==> src/rtl/i2cm_pkg.sv <==
// Types and codes of the I2C register-access master.
// No dependencies; used by the top level and its checker.
`timescale 1ns / 1ps

package i2cm_pkg;

	localparam logic [15:0] DELAY_RESET = 16'd100;

	typedef struct packed {
		logic       kind;
		logic       is_read;
		logic [7:0] slave_address;
		logic [7:0] register_address;
		logic [7:0] write_data;
		logic       sda_in;
	} req_t;

	typedef struct packed {
		logic       scl_release;
		logic       sda_release;
		logic       busy_res;
		logic       done_res;
		logic       ok;
		logic [7:0] read_data;
	} rsp_t;

	typedef enum logic [4:0] {
		ST_IDLE = 5'd0,
		ST_S0   = 5'd1,
		ST_S1   = 5'd2,
		ST_S2   = 5'd3,
		ST_T0   = 5'd4,
		ST_T1   = 5'd5,
		ST_T2   = 5'd6,
		ST_A0   = 5'd7,
		ST_A1   = 5'd8,
		ST_A2   = 5'd9,
		ST_A3   = 5'd10,
		ST_R0   = 5'd11,
		ST_R1   = 5'd12,
		ST_P0   = 5'd13,
		ST_P1   = 5'd14,
		ST_P2   = 5'd15,
		ST_P3   = 5'd16
	} state_t;

	// Which part of the transaction is running.
	typedef enum logic [2:0] {
		STG_START    = 3'd0,
		STG_SLAVE    = 3'd1,
		STG_REGISTER = 3'd2,
		STG_RESTART  = 3'd3,
		STG_SLAVE_RD = 3'd4,
		STG_READ     = 3'd5,
		STG_SUCCESS  = 3'd6,
		STG_NACK     = 3'd7
	} stage_t;

endpackage

==> src/rtl/i2c_master_register_access.sv <==
// Top level of the I2C single-register read/write master.
// Depends on i2cm_pkg.
`timescale 1ns / 1ps

// Usage:
//   req channel (req_valid/req_stall/req): one request per bus-sequencer tick.
//   kind = 0 is a plain tick; kind = 1 starts a register write or read when
//   idle and is treated as a tick otherwise. sda_in is the sampled SDA level.
//   rsp channel (rsp_valid/rsp_stall/rsp): exactly one response per request,
//   in order, with the SCL/SDA release levels, busy, done, ok and read_data.
//   cfg channel (cfg_valid/cfg_ready/cfg_data): writes delay_ticks, the number
//   of ticks per bus phase; write it only while the block is idle.
// Timing: a request goes into an input register, is evaluated against the
//   sequencer state and lands in the response register. One request per
//   cycle is sustained while rsp_stall does not hold a full response
//   register; the rate is set by the single input-to-response register
//   pair around the sequencer update.
// Reset: arst_n clears the sequencer to idle, both lines released, counters
//   and received byte zero, delay_ticks = 100, both register stages empty.
// Stall: while rsp_stall holds a full response register, the input register
//   holds and req_stall rises; nothing is dropped.
module i2c_master_register_access (
	input  logic            clk,
	input  logic            arst_n,
	input  logic            req_valid,
	output logic            req_stall,
	input  i2cm_pkg::req_t  req,
	output logic            rsp_valid,
	input  logic            rsp_stall,
	output i2cm_pkg::rsp_t  rsp,
	input  logic            cfg_valid,
	output logic            cfg_ready,
	input  logic [15:0]     cfg_data
);

	logic             req_valid_s1;
	i2cm_pkg::req_t   req_s1;
	logic             advance;

	logic [15:0]      delay_q;
	i2cm_pkg::state_t state_q, state_d;
	i2cm_pkg::stage_t stage_q, stage_d;
	logic [15:0]      phase_q, phase_d;
	logic [2:0]       bit_q, bit_d;
	logic [7:0]       shift_q, shift_d;
	logic [7:0]       slave_q, slave_d;
	logic [7:0]       regaddr_q, regaddr_d;
	logic [7:0]       data_q, data_d;
	logic             is_read_q, is_read_d;
	logic             scl_q, scl_d;
	logic             sda_q, sda_d;
	logic [7:0]       rx_q, rx_d;

	logic             enter_en;
	logic             tx_go;
	i2cm_pkg::stage_t tx_stage;
	logic [7:0]       tx_byte;
	logic             end_go;
	logic             end_ok;
	logic             phase_end;
	logic [16:0]      phase_inc;
	i2cm_pkg::rsp_t   rsp_d;

	assign advance   = req_valid_s1 && (!rsp_valid || !rsp_stall);
	assign req_stall = req_valid_s1 && !advance;
	assign cfg_ready = 1'b1;

	assign phase_inc = {1'b0, phase_q} + 17'd1;
	assign phase_end = phase_inc >= {1'b0, delay_q};

	always_comb begin
		state_d   = state_q;
		stage_d   = stage_q;
		phase_d   = phase_q;
		bit_d     = bit_q;
		shift_d   = shift_q;
		slave_d   = slave_q;
		regaddr_d = regaddr_q;
		data_d    = data_q;
		is_read_d = is_read_q;
		scl_d     = scl_q;
		sda_d     = sda_q;
		rx_d      = rx_q;
		enter_en  = 1'b0;
		tx_go     = 1'b0;
		tx_stage  = i2cm_pkg::STG_SLAVE;
		tx_byte   = slave_q;
		end_go    = 1'b0;
		end_ok    = 1'b0;

		if (state_q == i2cm_pkg::ST_IDLE) begin
			if (req_s1.kind) begin
				is_read_d = req_s1.is_read;
				slave_d   = req_s1.slave_address;
				regaddr_d = req_s1.register_address;
				data_d    = req_s1.write_data;
				stage_d   = i2cm_pkg::STG_START;
				bit_d     = 3'd0;
				state_d   = i2cm_pkg::ST_S0;
				phase_d   = 16'd0;
				enter_en  = 1'b1;
			end
		end else if (phase_end) begin
			phase_d = 16'd0;
			unique case (state_q) inside
				i2cm_pkg::ST_S0, i2cm_pkg::ST_S1: begin
					// S0 must see SDA high, S1 must see it low
					if ((state_q == i2cm_pkg::ST_S0) ? !req_s1.sda_in : req_s1.sda_in) begin
						if (stage_q == i2cm_pkg::STG_START) begin
							end_go = 1'b1;
						end else begin
							tx_go    = 1'b1;
							tx_stage = i2cm_pkg::STG_SLAVE_RD;
							tx_byte  = slave_q + 8'h01;
						end
					end else begin
						state_d  = (state_q == i2cm_pkg::ST_S0) ? i2cm_pkg::ST_S1
							: i2cm_pkg::ST_S2;
						enter_en = 1'b1;
					end
				end
				i2cm_pkg::ST_S2: begin
					tx_go = 1'b1;
					if (stage_q == i2cm_pkg::STG_START) begin
						tx_stage = i2cm_pkg::STG_SLAVE;
						tx_byte  = slave_q;
					end else begin
						tx_stage = i2cm_pkg::STG_SLAVE_RD;
						tx_byte  = slave_q + 8'h01;
					end
				end
				i2cm_pkg::ST_T0: begin
					state_d  = i2cm_pkg::ST_T1;
					enter_en = 1'b1;
				end
				i2cm_pkg::ST_T1: begin
					state_d  = i2cm_pkg::ST_T2;
					enter_en = 1'b1;
				end
				i2cm_pkg::ST_T2: begin
					shift_d  = {shift_q[6:0], 1'b0};
					enter_en = 1'b1;
					if (bit_q == 3'd7) begin
						bit_d   = 3'd0;
						state_d = i2cm_pkg::ST_A0;
					end else begin
						bit_d   = bit_q + 3'd1;
						state_d = i2cm_pkg::ST_T0;
					end
				end
				i2cm_pkg::ST_A0: begin
					state_d  = i2cm_pkg::ST_A1;
					enter_en = 1'b1;
				end
				i2cm_pkg::ST_A1: begin
					state_d  = i2cm_pkg::ST_A2;
					enter_en = 1'b1;
				end
				i2cm_pkg::ST_A2: begin
					if (stage_q == i2cm_pkg::STG_SLAVE && req_s1.sda_in) begin
						stage_d = i2cm_pkg::STG_NACK;
					end
					state_d  = i2cm_pkg::ST_A3;
					enter_en = 1'b1;
				end
				i2cm_pkg::ST_A3: begin
					case (stage_q)
						i2cm_pkg::STG_SLAVE: begin
							tx_go    = 1'b1;
							tx_stage = i2cm_pkg::STG_REGISTER;
							tx_byte  = regaddr_q;
						end
						i2cm_pkg::STG_REGISTER: begin
							if (is_read_q) begin
								stage_d  = i2cm_pkg::STG_RESTART;
								state_d  = i2cm_pkg::ST_S0;
								enter_en = 1'b1;
							end else begin
								tx_go    = 1'b1;
								tx_stage = i2cm_pkg::STG_RESTART;
								tx_byte  = data_q;
							end
						end
						i2cm_pkg::STG_SLAVE_RD: begin
							stage_d  = i2cm_pkg::STG_READ;
							shift_d  = 8'd0;
							bit_d    = 3'd0;
							state_d  = i2cm_pkg::ST_R0;
							enter_en = 1'b1;
						end
						i2cm_pkg::STG_NACK: begin
							state_d  = i2cm_pkg::ST_P0;
							enter_en = 1'b1;
						end
						default: begin
							stage_d  = i2cm_pkg::STG_SUCCESS;
							state_d  = i2cm_pkg::ST_P0;
							enter_en = 1'b1;
						end
					endcase
				end
				i2cm_pkg::ST_R0: begin
					state_d  = i2cm_pkg::ST_R1;
					enter_en = 1'b1;
				end
				i2cm_pkg::ST_R1: begin
					shift_d  = {shift_q[6:0], req_s1.sda_in};
					enter_en = 1'b1;
					if (bit_q == 3'd7) begin
						rx_d    = shift_d;
						bit_d   = 3'd0;
						state_d = i2cm_pkg::ST_A0;
					end else begin
						bit_d   = bit_q + 3'd1;
						state_d = i2cm_pkg::ST_R0;
					end
				end
				i2cm_pkg::ST_P0: begin
					state_d  = i2cm_pkg::ST_P1;
					enter_en = 1'b1;
				end
				i2cm_pkg::ST_P1: begin
					state_d  = i2cm_pkg::ST_P2;
					enter_en = 1'b1;
				end
				i2cm_pkg::ST_P2: begin
					state_d  = i2cm_pkg::ST_P3;
					enter_en = 1'b1;
				end
				i2cm_pkg::ST_P3: begin
					end_go = 1'b1;
					end_ok = (stage_q == i2cm_pkg::STG_SUCCESS);
				end
				default: begin
					end_go = 1'b1;
				end
			endcase
		end else begin
			phase_d = phase_inc[15:0];
		end

		if (tx_go) begin
			stage_d  = tx_stage;
			shift_d  = tx_byte;
			bit_d    = 3'd0;
			state_d  = i2cm_pkg::ST_T0;
			enter_en = 1'b1;
		end
		if (end_go) begin
			state_d = i2cm_pkg::ST_IDLE;
			phase_d = 16'd0;
		end

		// line levels set on entry to a phase
		if (enter_en) begin
			unique case (state_d) inside
				i2cm_pkg::ST_S0: begin
					scl_d = 1'b1;
					sda_d = 1'b1;
				end
				i2cm_pkg::ST_S1, i2cm_pkg::ST_S2, i2cm_pkg::ST_P1: sda_d = 1'b0;
				i2cm_pkg::ST_T0, i2cm_pkg::ST_A0, i2cm_pkg::ST_A3, i2cm_pkg::ST_P0:
					scl_d = 1'b0;
				i2cm_pkg::ST_T1: sda_d = shift_d[7];
				i2cm_pkg::ST_T2, i2cm_pkg::ST_A2, i2cm_pkg::ST_R1, i2cm_pkg::ST_P2:
					scl_d = 1'b1;
				i2cm_pkg::ST_A1, i2cm_pkg::ST_P3: sda_d = 1'b1;
				i2cm_pkg::ST_R0: begin
					scl_d = 1'b0;
					sda_d = 1'b1;
				end
				default: ;
			endcase
		end
	end

	always_comb begin
		rsp_d.scl_release = scl_d;
		rsp_d.sda_release = sda_d;
		rsp_d.busy_res    = (state_d != i2cm_pkg::ST_IDLE);
		rsp_d.done_res    = end_go;
		rsp_d.ok          = end_go && end_ok;
		rsp_d.read_data   = rx_d;
	end

	always_ff @(posedge clk or negedge arst_n) begin
		if (!arst_n) begin
			req_valid_s1 <= 1'b0;
			rsp_valid    <= 1'b0;
			delay_q      <= i2cm_pkg::DELAY_RESET;
			state_q      <= i2cm_pkg::ST_IDLE;
			stage_q      <= i2cm_pkg::STG_START;
			phase_q      <= 16'd0;
			bit_q        <= 3'd0;
			shift_q      <= 8'd0;
			slave_q      <= 8'd0;
			regaddr_q    <= 8'd0;
			data_q       <= 8'd0;
			is_read_q    <= 1'b0;
			scl_q        <= 1'b1;
			sda_q        <= 1'b1;
			rx_q         <= 8'd0;
		end else begin
			if (cfg_valid && cfg_ready) begin
				delay_q <= cfg_data;
			end
			if (!req_stall) begin
				req_valid_s1 <= req_valid;
			end
			if (advance) begin
				rsp_valid <= 1'b1;
				state_q   <= state_d;
				stage_q   <= stage_d;
				phase_q   <= phase_d;
				bit_q     <= bit_d;
				shift_q   <= shift_d;
				slave_q   <= slave_d;
				regaddr_q <= regaddr_d;
				data_q    <= data_d;
				is_read_q <= is_read_d;
				scl_q     <= scl_d;
				sda_q     <= sda_d;
				rx_q      <= rx_d;
			end else if (!rsp_stall) begin
				rsp_valid <= 1'b0;
			end
		end
	end

	always_ff @(posedge clk) begin
		if (req_valid && !req_stall) begin
			req_s1 <= req;
		end
		if (advance) begin
			rsp <= rsp_d;
		end
	end

endmodule

==> config.mk <==
export PLATFORM = sky130hd
export DESIGN_NAME = i2c_master_register_access
export DESIGN_NICKNAME = d
export VERILOG_FILES = /design/src/rtl/i2cm_pkg.sv /design/src/rtl/i2c_master_register_access.sv
export SDC_FILE = /design/constraint.sdc
export NUM_CORES = 1
export LEC_CHECK = 0
export ABC_AREA = 1
export BUFFER_PORTS_ARGS = -buffer_cell sky130_fd_sc_hd__buf_2
export CAP_MARGIN = 0
export CORE_MARGIN = 3
export CORE_UTILIZATION = 35
export DETAILED_ROUTE_END_ITERATION = 8
export GPL_TIMING_DRIVEN = 0
export SYNTH_ARGS = -nofsm -noshare
export SYNTH_HDL_FRONTEND = slang
export SYNTH_SLANG_ARGS = --single-unit
==> constraint.sdc <==
create_clock -name clk -period 4.8 [get_ports clk]
set_input_delay 1.2 -clock clk [delete_from_list [all_inputs] [get_ports clk]]
set_output_delay 1.2 -clock clk [all_outputs]
set_load 0.02 [all_outputs]
==> results.txt <==
The flow ran to the end, and the final reports show no timing, DRC or antenna violations. The register area share after synthesis came out at 0.4874. The worst endpoint data arrival time is 4480 ps. The final clock period utilization by the worst path is 0.8968.

The endpoint class of the critical path is a register. The setup check on the worst reg-to-reg path leaves a slack of 500 ps. The relative slew slack is 0.3479.

The number of flops mapped to enable cells by yosys is 40. The capture point of the critical path is rsp[11]$_DFFE_PP_. Along the worst path, the maximum fanout reaches 10. The cell sitting at the root of the clock tree is a sky130_fd_sc_hd__clkbuf_16. The total via count after detailed routing is 5588. The maximum ir drop on the vdd rail is 296.5 uV.

The slowest stage of the critical path is the sky130_fd_sc_hd__dfrtp_1 cell. The detailed router finished its first iteration with 379 violations. In this run, synthesis produced a sequential element count of 128. In this run, CTS created clock tree buffers numbering 17. The fmax came out at 232.3 MHz. The number of nets still failing antenna checks after routing is 0. The final count of negative-setup-slack endpoints is 0. The number of nets in the finished design is 989.

The number of max-slew violations in the final report is 0. The worst setup path is of the reg -> reg kind. The largest net degree at the start of global routing is 47. The post-synthesis to final-layout area growth came out at 18.37%. The post-synthesis cell type count is 49.

Setup repair after global routing left no endpoint under its margin. The Yosys warning count is 0. The die covers 21720 um2.

Clock latency on the worst-skew pair, taken at its later pin, is 430 ps. The H-tree was split into 4 levels. The area of the core is 19530 um2.

The clock skew is 10.95 ps. The initialized floorplan defines 51 standard-cell rows. The transition time at the pin with the least slew margin came out at 977.0 ps. The min-delay analysis places its worst path in the category reg -> reg.

The number of detailed-route iterations in the first pass came out at 5. The starting density of the core came out at 0.3583. In this run the power density over the cells is 526.1 nW/um2.

After synthesis, the cell types taking the most area are sky130_fd_sc_hd__dfrtp_1, sky130_fd_sc_hd__edfxtp_1, sky130_fd_sc_hd__nand2_1. The power share of the combinational group came out at 0.374. The total congestion overflow came out at 0.

Among all cell types in the netlist, the one instantiated most often is sky130_fd_sc_hd__nand2_1. The total routed wirelength is 15880 um. The leakage component of the power is 3.992 nW. For the final routed database, the setup TNS stands at 0 ps.

The final hold violation count came to 0. The top cell type's share of synthesized area came out at 0.2969. The number of top-level pins is 64.

The width of the chip came out at 147.4 um. The part of the total power dissipated in sequential elements is 0.341. The HPWL reported at the end of detailed placement came out at 12060 um.

Counting instances in the post-synthesis netlist gives the leading cell types as sky130_fd_sc_hd__nand2_1, sky130_fd_sc_hd__inv_1, sky130_fd_sc_hd__dfrtp_1. In this run the critical register-to-register path is launched from phase_q[0]$_DFFE_PN0P_. The total clock sinks came out at 128. Dividing the synthesized area by the synthesized cell count gives 8.368 um2. Tracing the worst setup path back leads to its startpoint at phase_q[0]$_DFFE_PN0P_.

The delay of the slowest cell on the worst path is 460 ps. The worst-case hold slack is 469.3 ps. The worst register-to-register path ends at rsp[11]$_DFFE_PP_.

The cell-internal power is 2.586 mW. At the end of routability-driven placement, the weighted congestion stood at 0.9085. The number of global-route vias before repair came out at 5441. The number of antenna violations at the first check in global routing came to 0. Dividing the detail-routed wire length by the instance count gives 13.25 um. The count of max-cap constraint violations came out at 0. The cell count after synthesis is 836. Summing every instance area after synthesis gives 6995 um2. After detailed routing, the number of remaining DRC violations is 0. The largest buffer count on any clock path came out at 2. 0 antenna diodes ended up in the layout. The clock-pin transition on the worst setup and hold timing paths is 60 ps. The switching power as a share of total power is 0.4063. The switching component of the power came out at 1.770 mW. In the synthesized netlist the dominant register cell turns out to be sky130_fd_sc_hd__dfrtp_1. TritonCTS built the clock tree. The data required time at the worst endpoint came out at 4980 ps. The clock share of power is 0.285. Buffers placed on the I/O ports in this run total 62. The proportion of synthesized flip-flops having asynchronous set or reset is 0.6875. The first-pass GRT wire length came out at 27010 um. The number of cells on the worst reg-to-reg path came out at 28. The largest total area in the synthesized netlist belongs to sky130_fd_sc_hd__dfrtp_1. The via count normalized by instance count is 4.661. The most numerous cell type found on the critical path is sky130_fd_sc_hd__nand2_1. When the netlist entered floorplanning its net count stood at 904.

The post-route cell area came out at 8280 um2. Across every metal layer, demand over resource in global routing totals 0.1545. The critical path startpoint category is a register. From bottom edge to top edge, the die measures 147.4 um.

The fraction of layout cells with a size suffix above 1 came out at 0.1970. The placement-stage cell area is 7667 um2. The minimum period implied by the final worst setup slack came out at 4305 ps.
cell type report:
cell class                      instances  area, um2
Clock inverter                         15      137.6
Clock buffer                           17      425.4
Fill cell                            1980      11250
Buffer                                 19      106.4
Tap cell                              265      331.6
Multi-Input combinational cell        551       2989
Timing Repair Buffer                   66      362.8
Sequential cell                       128       3410
Inverter                              138      518.0
critical path, delay by kind of cell (launching register included):
family | cells | cell delay, ps
and+or+nand+nor | 20 | 2370
buffers and inverters | 5 | 480
DFF | 1 | 460
adders and majority gates | 1 | 340
AOI/OAI and AO/OA | 1 | 220
xor gates and xnor gates | 1 | 190
worst min path at each step:
stage	from	endpoint	slack, ps	cells past startpoint
finish	req_valid_s1$_DFFE_PN0N_	rsp_valid$_DFFE_PN0P_	470	2
global placement	req_valid_s1$_DFFE_PN0N_	rsp_valid$_DFFE_PN0P_	450	2
floorplan	req_valid_s1$_DFFE_PN0N_	rsp_valid$_DFFE_PN0P_	430	2
global route	req_valid_s1$_DFFE_PN0N_	rsp_valid$_DFFE_PN0P_	480	2
detailed placement	req_valid_s1$_DFFE_PN0N_	rsp_valid$_DFFE_PN0P_	460	2
CTS	req_valid_s1$_DFFE_PN0N_	rsp_valid$_DFFE_PN0P_	470	2
repair_timing:
| item | 4_1_cts | 5_1_grt |
|---|---|---|
| resized for setup | 0 | 5 |
| buffers inserted | 0 | 3 |
| hold buffers | 0 | 0 |
| setup endpoints to repair | 0 | 4 |
metal layers:
| metal | share of wire | track usage |
|---|---|---|
| met1 | 0.50 | 0.2186 |
| met2 | 0.45 | 0.2343 |
| met3 | 0.034 | 0.03495 |
| met4 | 0.019 | 0.05499 |
| met5 | 0 | 0 |
sequential cells by signal, summed over array words and instances (netlist names), 3 cells and up:
name / count
bit_q: 3
stage_q: 3
state_q: 5
data_q: 8
shift_q: 8
slave_q: 8
phase_q: 16
req_s1: 27
regaddr_q: 8
rsp: 13
delay_q: 16
rx_q: 8
through the flow:
| stage | power (mW) | std cells | utilization | setup slack, ps |
|---|---|---|---|---|
| 2_1_floorplan | 2.701 | 836 | - | 1106 |
| 4_1_cts | 4.382 | 1196 | 0.4215 | 19.34 |
| 3_3_place_gp | 3.092 | 1163 | 0.3911 | 66.92 |
| 5_1_grt | 4.691 | 1199 | 0.4241 | 20.40 |
| 6_report | 4.356 | 1199 | 0.4241 | 495.4 |
| 3_5_place_dp | 3.116 | 1164 | 0.3927 | 37.09 |
power groups by stage:
| stage | Sequential, mW | Clock (mW) | Combinational (mW) |
|---|---|---|---|
| floorplan | 1.49 | 0 | 1.21 |
| global placement | 1.50 | 0 | 1.59 |
| detailed placement | 1.50 | 0 | 1.61 |
| CTS | 1.48 | 1.28 | 1.62 |
| global route | 1.51 | 1.33 | 1.85 |
| finish | 1.48 | 1.24 | 1.63 |
cells in the final DEF, fill, tap and decap left out, types with 2 or more instances in the layout:
cell type,Yosys,layout
sky130_fd_sc_hd__a31oi_1,4,4
sky130_fd_sc_hd__nor2_1,81,81
sky130_fd_sc_hd__o21ai_2,3,3
sky130_fd_sc_hd__xor2_1,9,9
sky130_fd_sc_hd__o21ai_1,4,4
sky130_fd_sc_hd__a22oi_1,5,5
sky130_fd_sc_hd__nand4_1,11,11
sky130_fd_sc_hd__a21oi_1,49,48
sky130_fd_sc_hd__o22ai_1,17,17
sky130_fd_sc_hd__inv_1,122,122
sky130_fd_sc_hd__inv_8,0,5
sky130_fd_sc_hd__inv_6,0,7
sky130_fd_sc_hd__nand2_1,164,164
sky130_fd_sc_hd__nor2_4,4,4
sky130_fd_sc_hd__buf_4,4,8
sky130_fd_sc_hd__clkinvlp_4,0,2
sky130_fd_sc_hd__ha_1,20,20
sky130_fd_sc_hd__inv_2,15,15
sky130_fd_sc_hd__o211ai_1,2,2
sky130_fd_sc_hd__nor2_2,12,12
sky130_fd_sc_hd__nand2_4,2,2
sky130_fd_sc_hd__nand2_2,14,14
sky130_fd_sc_hd__nand3_2,7,7
sky130_fd_sc_hd__edfxtp_1,40,40
sky130_fd_sc_hd__nand3_1,43,43
sky130_fd_sc_hd__mux2_2,6,6
sky130_fd_sc_hd__o21ai_0,61,61
sky130_fd_sc_hd__clkbuf_1,12,12
sky130_fd_sc_hd__nor3_1,15,13
sky130_fd_sc_hd__dfrtp_1,83,83
sky130_fd_sc_hd__clkbuf_16,0,17
sky130_fd_sc_hd__dfstp_2,5,5
sky130_fd_sc_hd__nand3_4,2,2
sky130_fd_sc_hd__buf_2,1,62
cell families (layout without fill, tap and decap cells):
family / after synthesis / count (layout) / synth area share
other: 1 / 1 / 0.0005361
muxes: 6 / 6 / 0.009658
xor gates and xnor gates: 9 / 9 / 0.01127
and+or+nand+nor: 362 / 362 / 0.2440
DFF: 128 / 128 / 0.4874
buffers and inverters: 157 / 255 / 0.08925
adders and majority gates: 20 / 20 / 0.03577
AOI/OAI and AO/OA: 153 / 153 / 0.1222
Note: power is estimated with default switching activity, not from simulation.
